`src/cet_ram.sv`:
```
// ----------------------------------------------------------------------------
// cet_ram: generic single-port RAM
// One address a cycle, written and read together; registered read data shows the old word.
// ----------------------------------------------------------------------------
`default_nettype none
module cet_ram #(
   parameter int WIDTH = 32,
   parameter int DEPTH = 32
) (
   input  wire logic                     clock,
   input  wire logic                     write_en,
   input  wire logic [$clog2(DEPTH)-1:0] addr,
   input  wire logic [WIDTH-1:0]         write_data,
   output logic      [WIDTH-1:0]         read_data
);
   logic [WIDTH-1:0] mem_ff [DEPTH];

   always_ff @(posedge clock) begin
      if (write_en) mem_ff[addr] <= write_data;
      read_data <= mem_ff[addr];
   end
endmodule
`default_nettype wire

```
`config.mk`:
```
export PLATFORM = sky130hd
export DESIGN_NAME = cet_ram
export DESIGN_NICKNAME = d
export VERILOG_FILES = /design/src/cet_ram.sv
export SDC_FILE = /design/constraint.sdc
export NUM_CORES = 1
export LEC_CHECK = 0
export BUFFER_PORTS_ARGS = -buffer_cell sky130_fd_sc_hd__buf_2
export CORE_MARGIN = 10
export CORE_UTILIZATION = 30
export CTS_CLUSTER_SIZE = 25
export DETAILED_ROUTE_END_ITERATION = 8
export HOLD_SLACK_MARGIN = 0.15
export PLACE_DENSITY = 0.44
export SLEW_MARGIN = 20
export SYNTH_ARGS = -nofsm -noshare
export SYNTH_HDL_FRONTEND = slang
export SYNTH_SLANG_ARGS = --single-unit
export TNS_END_PERCENT = 5
```
`constraint.sdc`:
```
create_clock -name clock -period 6.13 [get_ports clock]
set_input_delay 0.9195 -clock clock [delete_from_list [all_inputs] [get_ports clock]]
set_output_delay 0.9195 -clock clock [all_outputs]
set_load 0.01 [all_outputs]
```
==> impl_metrics.py <==
metrics = {
    "status": {
        "status": "finished, final reports clean",
    },
    "clock_tree": {
        "postCtsSetupRepairBufs": 0,
        "clockBufferDepth": 3,
        "clkTransAtPathRegs_ns": 0.06,
        "cts_hold_buffers": 0,
        "cts_tree": "yes",
        "insertion_delay_ns": 0.69,
        "numCtsBuffers": 113,
        "clock-root-buffer": "clkbuf_16",
        "cts_resized": 0,
        "htree_levels": 3,
        "cts_sinks": 1056,
    },
    "floorplanning": {
        "die_w_um": 384,
        "core_area_um2": 131000,
        "io_pins": 71,
        "start_util_pct": 30.2,
        "die_area_um2": 147000,
        "fp.dieH_um": 384,
        "rows": 133,
    },
    "critical_path": {
        "reg2reg_setup_slack_ns": 4.24,
        "worst_setup_path_end_kind": "flip-flop",
        "reg2reg_from": "mem_ff[26][6]$_DFFE_PP_",
        "crit_path_end": "read_data[21]$_DFF_P_",
        "r2r_cells": 4,
        "reg2reg_to": "read_data[6]$_DFF_P_",
        "crit_start": "addr[1]",
        "crit_path_start_kind": "input port",
        "critPathArrivalTime_ns": 4.01,
        "critical_path.max_fanout": 71,
        "path_class": "in -> reg",
        "required_ns": 6.69,
    },
    "global_route": {
        "grt-ovfl-total": 0,
        "grt_pass1_wl_mm": 156,
        "grt_pass1_vias": 20500,
        "grtUsageTotal_pct": 14.6,
        "grt_max_degree": 104,
        "antenna_found_initial": 9,
    },
    "logic_synthesis": {
        "postSynthAreaPerCell_um2": 18.9,
        "async_flop_share_pct": 0,
        "synth-edff-count": 1024,
        "synth_adder_area_share_pct": 0,
        "netlist.area_leader.share_pct": 77.4,
        "synth_flop_cell": "edfxtp_1",
        "synth_cell_types": 23,
        "ys_top_cells_by_area": "edfxtp_1 (77%), mux2i_1 (13%), o22ai_1 (4.0%), dfxtp_1 (1.6%), buf_2 (1.0%)",
        "synth_simple_gate_area_share_pct": 2.27,
        "synth_cells": 2107,
        "synth_top_cell_by_area": "edfxtp_1",
        "syn_area_um2": 39700,
        "synth_top_family_by_area": "multiplexers",
        "synth_nets": 2146,
        "synth_xor_area_share_pct": 0,
        "synthMuxAreaShare_pct": 12.9,
        "ys_ff_latch": 1056,
        "seq_area_frac_synth_pct": 79.0,
        "synth-compound-area-share_pct": 4.03,
        "ys_warn_count": 0,
    },
    "placed_design": {
        "hpwl_mm": 64.3,
        "preCtsSetupSlack_ns": 1.58,
        "place_congestion": 0.764,
        "io_buffer_count": 70,
        "placed_cell_area_um2": 42500,
    },
    "drt": {
        "avgRoutedWirePerCell_um": 27.0,
        "antenna_violating_nets_post_route": 0,
        "drc_errors": 0,
        "met1_length_mm": 50.0,
        "drt-pass1-iter-count": 5,
        "dr_wl_met3_mm": 6.86,
        "num_vias": 20100,
        "wl_met2_mm": 51.1,
        "viasPerCell": 4.92,
        "first_iter_violations": 1725,
        "maxUsedRoutingLayer": "met5",
        "totalWireLength_mm": 110,
    },
    "sta": {
        "rsz0062_at_grt": "false",
        "layout_min_cycle_time_ns": 3.44,
        "max-slew-margin-rel_pct": 29.5,
        "fmax_ghz": 0.290,
        "setup_viol": 0,
        "finClkSkew_ns": 0.0207,
        "finalWorstSetupSlack_ns": 2.69,
        "maxSlewViolCount": 0,
        "period_share_pct": 56.2,
        "worst_pin_slew_ns": 1.05,
        "hold_violations": 0,
        "finalSetupTns_ns": 0,
    },
    "cells_and_area": {
        "fin_nets": 2269,
        "final_common_cell": "edfxtp_1",
        "n_fill_cell": 12400,
        "drive_gt1_share_pct": 15.1,
        "final_area_um2": 46200,
        "diodes": 0,
        "syn_to_final_growth_pct": 16.3,
        "layout_common_cells": "edfxtp_1 (1,024), mux2i_1 (512), o22ai_1 (256)",
    },
    "power": {
        "p_comb_share_pct": 4.4,
        "p_int_w": 0.0122,
        "irDropWorstVdd_uv": 236,
        "seqPwrFrac_pct": 52.1,
        "power.share.clock_pct": 43.5,
        "swShare_pct": 21.4,
        "leakage_nw": 15.7,
        "powerDensity_nw_per_um2": 336,
        "switching_power_w": 0.00332,
    },
    "flow_run": {
        "cap_violations": 0,
    },
    "worst_hold_path": {
        "hp-class": "reg -> reg",
    },
}
## through the flow
stage	total power, W	std cells	hold slack, ns	utilization, %
floorplan	0.00856	2107	0.576	-
global placement	0.00892	3867	0.633	32.3
detailed placement	0.00893	3870	0.644	32.3
CTS	0.0157	4085	0.658	35.1
global route	0.0160	4085	0.686	35.2
finish	0.0155	4085	0.650	35.2
## Yosys cell counts (2+ instances only)
| library cell | count |
|---|---|
| nand2_1 | 34 |
| nor3_1 | 4 |
| edfxtp_1 | 1024 |
| o22ai_1 | 256 |
| buf_4 | 2 |
| nand3b_1 | 4 |
| clkbuf_1 | 23 |
| or4b_4 | 3 |
| buf_2 | 81 |
| nand4b_1 | 4 |
| nand4bb_1 | 6 |
| dfxtp_1 | 32 |
| or3b_2 | 3 |
| nor2_1 | 29 |
| mux2i_1 | 512 |
| nor4_1 | 64 |
| nand3_1 | 2 |
| buf_6 | 19 |
## worst max-delay path, cell delays in order
cell	delay [ns]
buf_8	0.46
buf_12	0.40
buf_4	0.70
mux2i_1	0.32
o22ai_1	0.14
nor4_2	0.67
nand2_1	0.13
## power groups by stage
| stage | combinational (W) | sequential [W] | clock [W] |
|---|---|---|---|
| 6_report | 0.000684 | 0.00808 | 0.00675 |
| 5_1_grt | 0.000739 | 0.00809 | 0.00721 |
| 4_1_cts | 0.000700 | 0.00808 | 0.00691 |
| 3_5_place_dp | 0.000699 | 0.00823 | 0 |
| 3_3_place_gp | 0.000690 | 0.00823 | 0 |
| 2_1_floorplan | 0.000338 | 0.00823 | 0 |
## area by class of cell
type                       instances  area, um2  share of cell area, %
multi-input combinational        925       7990                   17.3
tap                             1755       2200                   4.75
timing repair buffer             134        956                   2.07
clock inverter                    61        574                   1.24
sequential                      1056      31400                   67.9
clock buffer                     154       3120                   6.76
## how the worst min path moves through the flow
stage / startpoint / end / slack (ns) / cells after the start
floorplan: mem_ff[28][30]$_DFFE_PP_ / read_data[30]$_DFF_P_ / 0.58 / 4
global placement: mem_ff[9][25]$_DFFE_PP_ / read_data[25]$_DFF_P_ / 0.63 / 4
detailed placement: mem_ff[29][4]$_DFFE_PP_ / read_data[4]$_DFF_P_ / 0.64 / 4
CTS: mem_ff[29][4]$_DFFE_PP_ / read_data[4]$_DFF_P_ / 0.66 / 4
global route: mem_ff[29][4]$_DFFE_PP_ / read_data[4]$_DFF_P_ / 0.69 / 4
finish: mem_ff[29][4]$_DFFE_PP_ / read_data[4]$_DFF_P_ / 0.65 / 4
## kinds of logic (layout without fill, tap and decap cells)
| family | count (synthesis) | after routing |
|---|---|---|
| AOI/OAI and AO/OA | 256 | 256 |
| DFF | 1056 | 1056 |
| and+or+nand+nor | 157 | 157 |
| muxes | 512 | 512 |
| buffers and inverters | 126 | 349 |
## per-layer routing
layer / track usage (%) / vias to the layer above
met5: 0 / -
met3: 3.43 / 127
met2: 23.3 / 508
met1: 20.0 / 10600
met4: 3.78 / 4
li1: - / 8856
## state kept, by name (all words and copies together) (netlist names)
signal     count
mem_ff      1024
read_data     32
No activity file was read; power rests on OpenSTA's default activity.
