**src/cet_pkg.sv**
```systemverilog
// ----------------------------------------------------------------------------
// cet_pkg: shared types and constants for the confidence envelope tracker
// Widths, list depth, operation codes and the cell control struct.
// ----------------------------------------------------------------------------
`default_nettype none
package cet_pkg;
   localparam int ROWS         = 32;
   localparam int MAX_EXTREMES = 16;
   localparam int VALUE_BITS   = 32;
   localparam int SLOT_BITS    = $clog2(MAX_EXTREMES);
   localparam int MEM_DEPTH    = ROWS * MAX_EXTREMES;
   localparam int ADDR_BITS    = $clog2(MEM_DEPTH);
   localparam int ROWA_BITS    = (ROWS > 1) ? $clog2(ROWS) : 1;

   localparam logic signed [VALUE_BITS-1:0] VMAX = {1'b0, {(VALUE_BITS-1){1'b1}}};
   localparam logic signed [VALUE_BITS-1:0] VMIN = {1'b1, {(VALUE_BITS-1){1'b0}}};
   localparam logic signed [31:0] Q_ONE = 32'sd65536;

   localparam logic [1:0] OP_OBSERVED  = 2'd0;
   localparam logic [1:0] OP_SIMULATED = 2'd1;
   localparam logic [1:0] OP_REPORT    = 2'd2;
   localparam logic [1:0] OP_UNUSED    = 2'd3;

   typedef enum logic [2:0] {
      ST_IDLE,
      ST_DIVIDE,
      ST_LOAD,
      ST_SHIFT,
      ST_STORE,
      ST_READ,
      ST_REPORT
   } state_type;

   typedef struct packed {
      logic load;
      logic shift;
      logic clear;
   } cell_ctrl_type;
endpackage
`default_nettype wire

```
**src/cet_cell.sv**
```systemverilog
// ----------------------------------------------------------------------------
// cet_cell: one slot of the working list row
// Holds one low and one high slot; on shift it takes the value or its upper
// neighbor's entry, depending on where the insert lands in the row.
// ----------------------------------------------------------------------------
`default_nettype none
module cet_cell (
   input  wire logic                                   clock,
   input  wire cet_pkg::cell_ctrl_type                 ctrl,
   input  wire logic                                   active,
   input  wire logic                                   low_en,
   input  wire logic                                   high_en,
   input  wire logic signed [cet_pkg::VALUE_BITS-1:0]  value,
   input  wire logic signed [cet_pkg::VALUE_BITS-1:0]  load_low,
   input  wire logic signed [cet_pkg::VALUE_BITS-1:0]  load_high,
   input  wire logic signed [cet_pkg::VALUE_BITS-1:0]  up_low,
   input  wire logic signed [cet_pkg::VALUE_BITS-1:0]  up_high,
   input  wire logic                                   up_low_take,
   input  wire logic                                   up_high_take,
   output logic signed [cet_pkg::VALUE_BITS-1:0]       low_ff,
   output logic signed [cet_pkg::VALUE_BITS-1:0]       high_ff,
   output logic                                        low_take,
   output logic                                        high_take
);
   logic signed [cet_pkg::VALUE_BITS-1:0] low_in, high_in;
   logic low_hit, high_hit;

   assign low_hit   = active && (value < low_ff);
   assign high_hit  = active && (value > high_ff);
   // take: insert point is at this slot or above
   assign low_take  = low_hit || up_low_take;
   assign high_take = high_hit || up_high_take;

   always_comb begin
      low_in  = low_ff;
      high_in = high_ff;
      if (ctrl.clear) begin
         low_in  = cet_pkg::VMAX;
         high_in = cet_pkg::VMIN;
      end else if (ctrl.load) begin
         low_in  = load_low;
         high_in = load_high;
      end else if (ctrl.shift) begin
         if (low_en && up_low_take)
            low_in = up_low;
         else if (low_en && low_hit)
            low_in = value;
         if (high_en && up_high_take)
            high_in = up_high;
         else if (high_en && high_hit)
            high_in = value;
      end
   end

   always_ff @(posedge clock) begin
      low_ff  <= low_in;
      high_ff <= high_in;
   end
endmodule
`default_nettype wire

```
**config.mk**
```make
export PLATFORM = sky130hd
export DESIGN_NAME = cet_cell
export DESIGN_NICKNAME = d
export VERILOG_FILES = /design/src/cet_pkg.sv /design/src/cet_cell.sv
export SDC_FILE = /design/constraint.sdc
export NUM_CORES = 1
export LEC_CHECK = 0
export BUFFER_PORTS_ARGS = -buffer_cell sky130_fd_sc_hd__buf_2
export CORE_AREA = 2 2 113 115
export CTS_CLUSTER_DIAMETER = 80
export DETAILED_ROUTE_END_ITERATION = 10
export DIE_AREA = 0 0 115 117
export PLACE_DENSITY = 0.81
export REMOVE_ABC_BUFFERS = 1
export SLEW_MARGIN = 25
export SYNTH_ARGS = -nofsm -noshare
export SYNTH_HDL_FRONTEND = slang
export SYNTH_SLANG_ARGS = --single-unit
```
**constraint.sdc**
```tcl
create_clock -name clock -period 3 [get_ports clock]
set_clock_uncertainty 0.15 [all_clocks]
set_input_delay 0 -clock clock [delete_from_list [all_inputs] [get_ports clock]]
set_output_delay 0 -clock clock [all_outputs]
set_load 0.03 [all_outputs]
```
==> summary.txt <==
Sequential group share of total power - 28.3%
Critical Path Start - high_ff[11]
Clk buf depth - 2
Slew margin rel. - 44.0%
Total Power - 0.00347 W
HP Class - input pin to flop
Met3 Use GR - 4.17%
Total grt overflow - 0
Seq/Total Area, Yosys - 21.1%
Pre-CTS setup slack - 0.155 ns
Critical path peak fanout - 30
Starting Density - 49.2%
Crit. End Element - flop
Nets - 1310
Pin count of the biggest net entering global routing - 87
Skew-Pair Late Insertion Delay - 0.34 ns
WL/cell - 17.7 microns
Pwr Density - 400 mW/mm^2
Yosys cell types - 44
Switching fraction of total power - 36.1%
CTS tree - built
Gpl congestion - 0.845
Hold_sp - up_low[17]
FP Rows - 41
Arrival @ worst endpoint - 2.96 ns
Area after DPL - 0.00733 sq mm
Final Cycle Share - 96.9%
Share of cells above drive strength 1 - 29.4%
Synth top area share - 21.1%
DR pass1 iterations - 5
Initial antenna violation count - 0
Cts bufs inserted - 9
Peak VDD IR - 0.236 mV
RSZ-0062 raised after global routing - true
Design area - 0.00867 sq mm
Initial drt markers - 552
Clock power frac - 33.5%
Area delta synth->final - 43.0%
Synth warn - 0
CP Cell Sequence - inv_1 > ha_1 > nand4_1 > nor4_2 > a21boi_1 > o41a_1 > o21a_1 > buf_4 > o31ai_1 > o31ai_4
Max Cap Viol - 0
Met1 Use GR - 38.9%
Commonest cells in the synthesized netlist - a21oi_1 (117), nand2_1 (79), nor2_1 (71)
Cells after synthesis - 788
Multi-input logic area - 0.00429 sq mm
R2r startpoint - high_ff[11]
Clk root buf - clkbuf_16
Post-route DRC violation count - 0
Vias in the first global route - 6813
Drt via density - 5.76
IO Pins - 235
Routed Antenna Nets - 0
CTS sink cnt - 64
Critical Path RT - 3.06 ns
Leak - 4.16 nW
Switching pwr - 0.00125 W
Final worst setup slack - 0.0944 ns
# setup viols final - 0
Slowest stage delay, CP - 0.45 ns
Worst-margin pin slew - 0.841 ns
Final wirelength - 21900 microns
GR peak layer - met2
Seq. cell area - 0.00128 sq mm
Finished Core Util - 70.4%
Die W - 115 microns
Hpwl dp - 14100 microns
Fraction of registers with async set/reset - 0%
Die ar. - 0.0135 sq mm
Fill count - 940
Post-Syn Area per Cell - 7.69 sq um
IO buf count - 234
Fin crit period - 2.91 ns
Number of synthesized register bits - 64
Fmax - 344 MHz
Hold violation total from the final report - 0
ANT cells - 0
Height of the chip - 117 microns
Crit Path Class - flop to flop
Top cells by area, synth - dfxtp_1 (21%), ha_1 (13%), o31ai_4 (11%)
Final Max Tran Viols - 0
Count leader, synth - a21oi_1
EDFF count, synth - 0
Met2 global-route usage - 54.9%
Routed vias - 7104
Final Hold Slack - 0.00234 ns
GR Util All Layers - 31.6%
Critical path's slowest cell - o41a_1
Status - complete, no violations
Clk slew on worst S/H paths - 0.06 ns
P_int - 0.00222 W
CP startpoint kind - flop
First-pass GRT wire length - 33500 microns
Logic pwr share - 38.1%
Mapped Area - 0.00606 sq mm
Leading area contributor after synthesis - dfxtp_1
Placeable core area - 0.0123 sq mm
H-Tree Depth - 3
Dominant synthesized flop cell - dfxtp_1
-- sequential cells by signal, summed over array words and instances, names as in the netlist --
signal	cells
low_ff	32
high_ff	32
-- power by group through the flow --
| stage | clock network [W] | logic (W) | registers (W) |
|---|---|---|---|
| 2_1_floorplan | 0 | 0.000538 | 0.00115 |
| 3_3_place_gp | 0 | 0.00115 | 0.000996 |
| 3_5_place_dp | 0 | 0.00117 | 0.000998 |
| 4_1_cts | 0.00116 | 0.00128 | 0.000981 |
| 5_1_grt | 0.00119 | 0.00144 | 0.000991 |
| 6_report | 0.00116 | 0.00132 | 0.000984 |
-- cells in the final DEF, fill, tap and decap left out, types with 21 or more instances in the layout --
| cell type | count |
|---|---|
| buf_2 | 232 |
| a21oi_1 | 117 |
| dlygate4sd3_1 | 92 |
| nand2_1 | 79 |
| nor2_1 | 71 |
| nand3_1 | 69 |
| inv_1 | 68 |
| dfxtp_1 | 64 |
| ha_1 | 62 |
| a211oi_1 | 33 |
| mux2i_1 | 32 |
| o31ai_4 | 30 |
| o31ai_1 | 21 |
-- worst paths after layout --
path	endpoint	slack, ns	cells past startpoint
worst max-delay path	high_ff[23]	0.09	10
worst min-delay path	low_ff[17]	0.002	5
worst max register to register	high_ff[23]	0.09	10
worst min register to register	high_ff[3]	0.38	2
-- worst max-delay path, delay by kind of cell (launching register included) --
kind / cells / cell delay (ns)
AOI/OAI and AO/OA: 5 / 1.37
DFF: 1 / 0.35
and+or+nand+nor: 2 / 0.22
buffers and inverters: 2 / 0.35
adders and majority gates: 1 / 0.31
-- stage by stage --
step	instances	setup TNS [ns]
floorplan	721	-95.43
global placement	1123	0
detailed placement	1123	0
CTS	1231	0
global route	1233	-0.275
finish	1233	0
-- timing repair --
item                                    in CTS  in global routing
buffers inserted                             0                  2
hold buffers                                92                  0
gates resized for setup                      0                 13
endpoints found under the hold margin       64                  0
endpoints found under the setup margin       0                 61
-- final cells by class --
type / count / share of cell area (%)
multi-input combinational: 589 / 49.5
timing repair buffer: 346 / 26.8
sequential: 64 / 14.8
inverter: 68 / 2.95
clock buffer: 11 / 2.80
tap: 150 / 2.17
clock inverter: 5 / 0.924
-- cell families (layout without fill, tap and decap cells) --
group | after synthesis | in the layout | synth area share, %
multiplexers | 34 | 34 | 5.66
buffers and inverters | 135 | 430 | 9.43
adder cells (fa/ha/maj) | 63 | 63 | 13.0
XOR/XNOR | 2 | 2 | 0.289
AO/OA/AOI/OAI | 244 | 244 | 32.1
flip-flops | 64 | 64 | 21.1
AND/OR/NAND/NOR | 246 | 246 | 18.4
-- per-layer routing --
metal / wire [microns] / share of wire [%] / vias up
met2: 10700 / 49 / 328
met4: 649 / 3.0 / 0
met3: 1510 / 6.9 / 52
met5: 0 / 0 / -
met1: 9010 / 41 / 3304
li1: - / - / 3420
Note: power is estimated with default switching activity, not from simulation.
