`src/cet_pkg.sv`:
```
// ----------------------------------------------------------------------------
// cet_pkg: shared types and constants for the confidence envelope tracker
// Widths, list depth, operation codes and the cell control struct.
// ----------------------------------------------------------------------------
`default_nettype none
package cet_pkg;
   localparam int ROWS         = 32;
   localparam int MAX_EXTREMES = 16;
   localparam int VALUE_BITS   = 32;
   localparam int SLOT_BITS    = $clog2(MAX_EXTREMES);
   localparam int MEM_DEPTH    = ROWS * MAX_EXTREMES;
   localparam int ADDR_BITS    = $clog2(MEM_DEPTH);
   localparam int ROWA_BITS    = (ROWS > 1) ? $clog2(ROWS) : 1;

   localparam logic signed [VALUE_BITS-1:0] VMAX = {1'b0, {(VALUE_BITS-1){1'b1}}};
   localparam logic signed [VALUE_BITS-1:0] VMIN = {1'b1, {(VALUE_BITS-1){1'b0}}};
   localparam logic signed [31:0] Q_ONE = 32'sd65536;

   localparam logic [1:0] OP_OBSERVED  = 2'd0;
   localparam logic [1:0] OP_SIMULATED = 2'd1;
   localparam logic [1:0] OP_REPORT    = 2'd2;
   localparam logic [1:0] OP_UNUSED    = 2'd3;

   typedef enum logic [2:0] {
      ST_IDLE,
      ST_DIVIDE,
      ST_LOAD,
      ST_SHIFT,
      ST_STORE,
      ST_READ,
      ST_REPORT
   } state_type;

   typedef struct packed {
      logic load;
      logic shift;
      logic clear;
   } cell_ctrl_type;
endpackage
`default_nettype wire

```
`src/cet_divider.sv`:
```
// ----------------------------------------------------------------------------
// cet_divider: serial signed divider
// Restoring divide of a 48-bit dividend by a 33-bit divisor, one bit a cycle,
// quotient truncated toward zero and saturated to the value range.
// ----------------------------------------------------------------------------
`default_nettype none
module cet_divider (
   input  wire logic                                  clock,
   input  wire logic                                  reset,
   input  wire logic                                  start,
   input  wire logic signed [47:0]                    dividend,
   input  wire logic signed [32:0]                    divisor,
   output logic                                       done,
   output logic signed [cet_pkg::VALUE_BITS-1:0]      quotient
);
   logic [47:0] rem_ff, rem_in;
   logic [47:0] quo_ff, quo_in;
   logic [32:0] dvs_ff, dvs_in;
   logic        neg_ff, neg_in;
   logic [5:0]  cnt_ff, cnt_in;
   logic        run_ff, run_in;
   logic [48:0] trial;
   logic [48:0] signed_q;

   always_comb begin
      rem_in = rem_ff;
      quo_in = quo_ff;
      dvs_in = dvs_ff;
      neg_in = neg_ff;
      cnt_in = cnt_ff;
      run_in = run_ff;
      trial  = {rem_ff, quo_ff[47]} - {16'd0, dvs_ff};
      if (start) begin
         rem_in = '0;
         quo_in = dividend[47] ? 48'(-dividend) : dividend;
         dvs_in = divisor[32] ? 33'(-divisor) : divisor;
         neg_in = dividend[47] ^ divisor[32];
         cnt_in = 6'd48;
         run_in = 1'b1;
      end else if (run_ff) begin
         if (!trial[48]) begin
            rem_in = trial[47:0];
            quo_in = {quo_ff[46:0], 1'b1};
         end else begin
            rem_in = {rem_ff[46:0], quo_ff[47]};
            quo_in = {quo_ff[46:0], 1'b0};
         end
         cnt_in = cnt_ff - 6'd1;
         if (cnt_ff == 6'd1) run_in = 1'b0;
      end
   end

   always_ff @(posedge clock) begin
      if (reset) begin
         run_ff <= 1'b0;
         cnt_ff <= '0;
      end else begin
         run_ff <= run_in;
         cnt_ff <= cnt_in;
      end
      rem_ff <= rem_in;
      quo_ff <= quo_in;
      dvs_ff <= dvs_in;
      neg_ff <= neg_in;
   end

   assign done     = run_ff && (cnt_ff == 6'd0) ? 1'b0 : (!run_ff && cnt_ff == 6'd0);
   assign signed_q = neg_ff ? 49'(-{1'b0, quo_ff}) : {1'b0, quo_ff};

   always_comb begin
      if ($signed(signed_q) > $signed(49'(cet_pkg::VMAX)))
         quotient = cet_pkg::VMAX;
      else if ($signed(signed_q) < $signed({{(49-cet_pkg::VALUE_BITS){1'b1}}, cet_pkg::VMIN}))
         quotient = cet_pkg::VMIN;
      else
         quotient = signed_q[cet_pkg::VALUE_BITS-1:0];
   end

   assert property (@(posedge clock) disable iff (reset) start |=> run_ff)
      else $error("divider did not start");
   assert property (@(posedge clock) disable iff (reset) run_ff |-> cnt_ff != 6'd0)
      else $error("divider count underflow");
   assert property (@(posedge clock) disable iff (reset)
      (run_ff && !start && cnt_ff == 6'd1) |=> !run_ff)
      else $error("divider overran");
endmodule
`default_nettype wire

```
`config.mk`:
```
export PLATFORM = sky130hd
export DESIGN_NAME = cet_divider
export DESIGN_NICKNAME = d
export VERILOG_FILES = /design/src/cet_pkg.sv /design/src/cet_divider.sv
export SDC_FILE = /design/constraint.sdc
export NUM_CORES = 1
export LEC_CHECK = 0
export ABC_CLOCK_PERIOD_IN_PS = 6800
export BUFFER_PORTS_ARGS = -buffer_cell sky130_fd_sc_hd__buf_2
export CORE_MARGIN = 2
export CORE_UTILIZATION = 55
export CTS_CLUSTER_SIZE = 30
export DETAILED_ROUTE_END_ITERATION = 12
export GPL_ROUTABILITY_DRIVEN = 0
export PLACE_DENSITY_LB_ADDON = 0.08
export SYNTH_ARGS = -nofsm -noshare
export SYNTH_HDL_FRONTEND = slang
export SYNTH_SLANG_ARGS = --single-unit
export TNS_END_PERCENT = 20
```
`constraint.sdc`:
```
create_clock -name clock -period 6.8 [get_ports clock]
set_input_delay 0 -clock clock [delete_from_list [all_inputs] [get_ports clock]]
set_output_delay 0 -clock clock [all_outputs]
set_load 0.05 [all_outputs]
```
==> impl_metrics.env <==
export IMPL_synth_area_mux_share_pct=2.54
export IMPL_worst_path_stages=10
export IMPL_wl_per_cell_um=17.9
export IMPL_rows=52
export IMPL_dieArea_um2=21500
export IMPL_clock_root_buffer="clkbuf_16"
export IMPL_max_freq_mhz=197
export IMPL_clkTransAtPathRegs_ps=70
export IMPL_final_common_cell="nor2_1"
export IMPL_setup_viol=0
export IMPL_p_total_mw=3.04
export IMPL_gr_total_overflow=0
export IMPL_synth_compound_area_share_pct=23.6
export IMPL_hpwlAfterDp_mm=21.9
export IMPL_syn2layout_area_growth_pct=15.3
export IMPL_layout_common_cells="153 x nor2_1, 115 x buf_2, 89 x a21oi_1"
export IMPL_ys_async_sr_fraction_pct=0
export IMPL_die_h_um=147
export IMPL_clk_insertion_delay_late_ps=440
export IMPL_cts_buffer_depth=2
export IMPL_crit_top_cell="nor3_1"
export IMPL_period_minus_slack_ps=5070
export IMPL_synth_edff_count=82
export IMPL_grt_pass1_wl_mm=50.7
export IMPL_vias=10823
export IMPL_syn_instance_count=1346
export IMPL_crit_required_ps=6800
export IMPL_synth_simple_gate_area_share_pct=22.1
export IMPL_reg2reg_slack_ps=2290
export IMPL_fill_cells=1718
export IMPL_yosys_area_top_type="edfxtp_1"
export IMPL_post_route_cells_drive_above_1_share_pct=12.4
export IMPL_antenna_found_initial=0
export IMPL_io_pin_count=117
export IMPL_first_pass_iters=5
export IMPL_pwr_density_cell_nw_per_um2=236
export IMPL_reg2regPathDepth=12
export IMPL_p_leak_nw=5.02
export IMPL_port_buffers=116
export IMPL_postRouteAntennaNets=0
export IMPL_htree_levels=4
export IMPL_n_antenna_cell=0
export IMPL_cp_endpoint="quotient[8]"
export IMPL_worstMarginPinSlew_ps=1220
export IMPL_cp_top_family="simple AND/OR/NAND/NOR gates"
export IMPL_core_area_um2=20100
export IMPL_synth_area_top_cells="edfxtp_1 22%, dfxtp_1 9.8%, xor2_1 6.3%"
export IMPL_dp_cells=1663
export IMPL_numCtsBuffers=17
export IMPL_startpoint="quo_ff[4]"
export IMPL_hold_buffers=45
export IMPL_cp_slowest_cell="a41o_1"
export IMPL_rr_endpoint="rem_ff[45]"
export IMPL_finalSetupTns_ps=0
export IMPL_worstHoldStart="dividend[5]"
export IMPL_synth_avg_cell_area_um2=8.32
export IMPL_critPathLaunchType="flip-flop"
export IMPL_synthDistinctLibCells=75
export IMPL_min_path_cells=3
export IMPL_cp_end_kind="primary output"
export IMPL_seq_area_frac_synth_pct=31.8
export IMPL_synth_seq_cells=137
export IMPL_finalWirelength_mm=31.1
export IMPL_fp_dieW_um=147
export IMPL_run_status="complete, no violations"
export IMPL_drt_initial_drc_count=969
export IMPL_path_cells="nor3_1 -> nand2_1 -> nor4_1 -> nor3_1 -> a211o_1 -> a221o_1 -> nor3_1 -> a41o_1 -> o311ai_0 -> buf_2"
export IMPL_dominantRegCellSynth="edfxtp_1"
export IMPL_path_buf_inv=1
export IMPL_synth_top_family_by_area="compound AO/OA/AOI/OAI gates"
export IMPL_fin_hold_ws_ps=2.44
export IMPL_drc=0
export IMPL_finalNetCount=1581
export IMPL_final_instance_count_excl_fill=1740
export IMPL_start_util_pct=55.7
export IMPL_path_class="reg -> out"
export IMPL_track_usage_pct=28.8
export IMPL_synth_adder_area_share_pct=4.54
export IMPL_cts_repair_resized=0
export IMPL_cp_max_fo=31
export IMPL_critPathArrivalTime_ps=5070
export IMPL_critical_path_max_stage_delay_ps=760
export IMPL_slew_headroom_pct=18.8
export IMPL_grt_pass1_vias=9905
export IMPL_period_share_pct=74.5
export IMPL_ys_warn_count=0
export IMPL_grt_max_degree=94
export IMPL_drv_cap=0
export IMPL_via_per_inst=6.22
export IMPL_r2r_start="quo_ff[47]"
export IMPL_synth_xor_area_share_pct=10.8
export IMPL_final_hold_viol_count=0
export IMPL_slew_viol_final=0
export IMPL_synth_fp_nets=1470
export IMPL_cts_sinks=137
export IMPL_synth_area_um2=11200
export IMPL_fin_util_pct=64.2
export IMPL_hold_class="in -> reg"
export IMPL_rsz0062_at_grt="no"
export IMPL_synth_top_area_share_pct=22.0
export IMPL_postCtsSetupBuffers=0
export IMPL_cts_tree="yes"
export IMPL_clock_skew_ps=16.8
export IMPL_ir_drop_v=0.000165
[synth_stat cells (all sizes together), types with 42 or more instances]
cell    instances
a21oi          89
nor2          153
o21ai          80
clkbuf         71
inv            61
xnor2          58
nor3           45
a211oi         42
dfxtp          55
edfxtp         82
xor2           80
nand2          84
[sequential cells by signal, summed over array words and instances (netlist names)]
register,cells
neg_ff,1
quo_ff,48
rem_ff,48
run_ff,1
cnt_ff,6
dvs_ff,33
[area by class of cell]
class / instances / area (um^2) / area share (%)
Clock buffer: 22 / 475 / 3.68
Tap cell: 270 / 338 / 2.62
Sequential cell: 137 / 3570 / 27.6
Clock inverter: 10 / 92.6 / 0.717
Inverter: 61 / 229 / 1.77
Timing Repair Buffer: 166 / 1070 / 8.33
Multi-Input combinational cell: 1074 / 7130 / 55.2
[worst min-delay path, cell delays in order]
cell and delay (ps):
buf_2 100, xor2_1 90, a21oi_1 140
[metal layers]
metal	global-route usage (%)	wire [um]
met5	0	0
met4	8.83	613
met3	4.06	1880
met2	43.2	13400
met1	42.9	15200
[stage by stage]
step | setup slack (ps) | cell area, um^2
after global routing | 1360 | 12900
after detailed placement | 2360 | 11900
after global placement | 2360 | 11900
after CTS | 1810 | 12900
after floorplan | 1700 | 11200
final | 1730 | 12900
[worst min path at each step]
stage                       endpoint  slack (ps)
after detailed placement   dvs_ff[0]         250
after global placement     dvs_ff[0]         250
after CTS                 quo_ff[12]         0.9
after global routing      quo_ff[29]          20
after floorplan            cnt_ff[4]          70
final                      quo_ff[5]           2
[cells by family after synthesis]
group           Yosys count
buf+inv                 135
xor+xnor                138
mux                      28
fa+ha+maj                40
compound gates          387
simple gates            481
flops                   137
[power breakdown]
group | switching (mW) | internal, mW | total, mW | leakage [nW]
registers | 0.110 | 0.988 | 1.10 | 1.26
clock network | 0.383 | 0.536 | 0.919 | 0.284
logic | 0.633 | 0.391 | 1.02 | 3.48
total | 1.13 | 1.92 | 3.04 | 5.02
No activity file was read; power rests on OpenSTA's default activity.
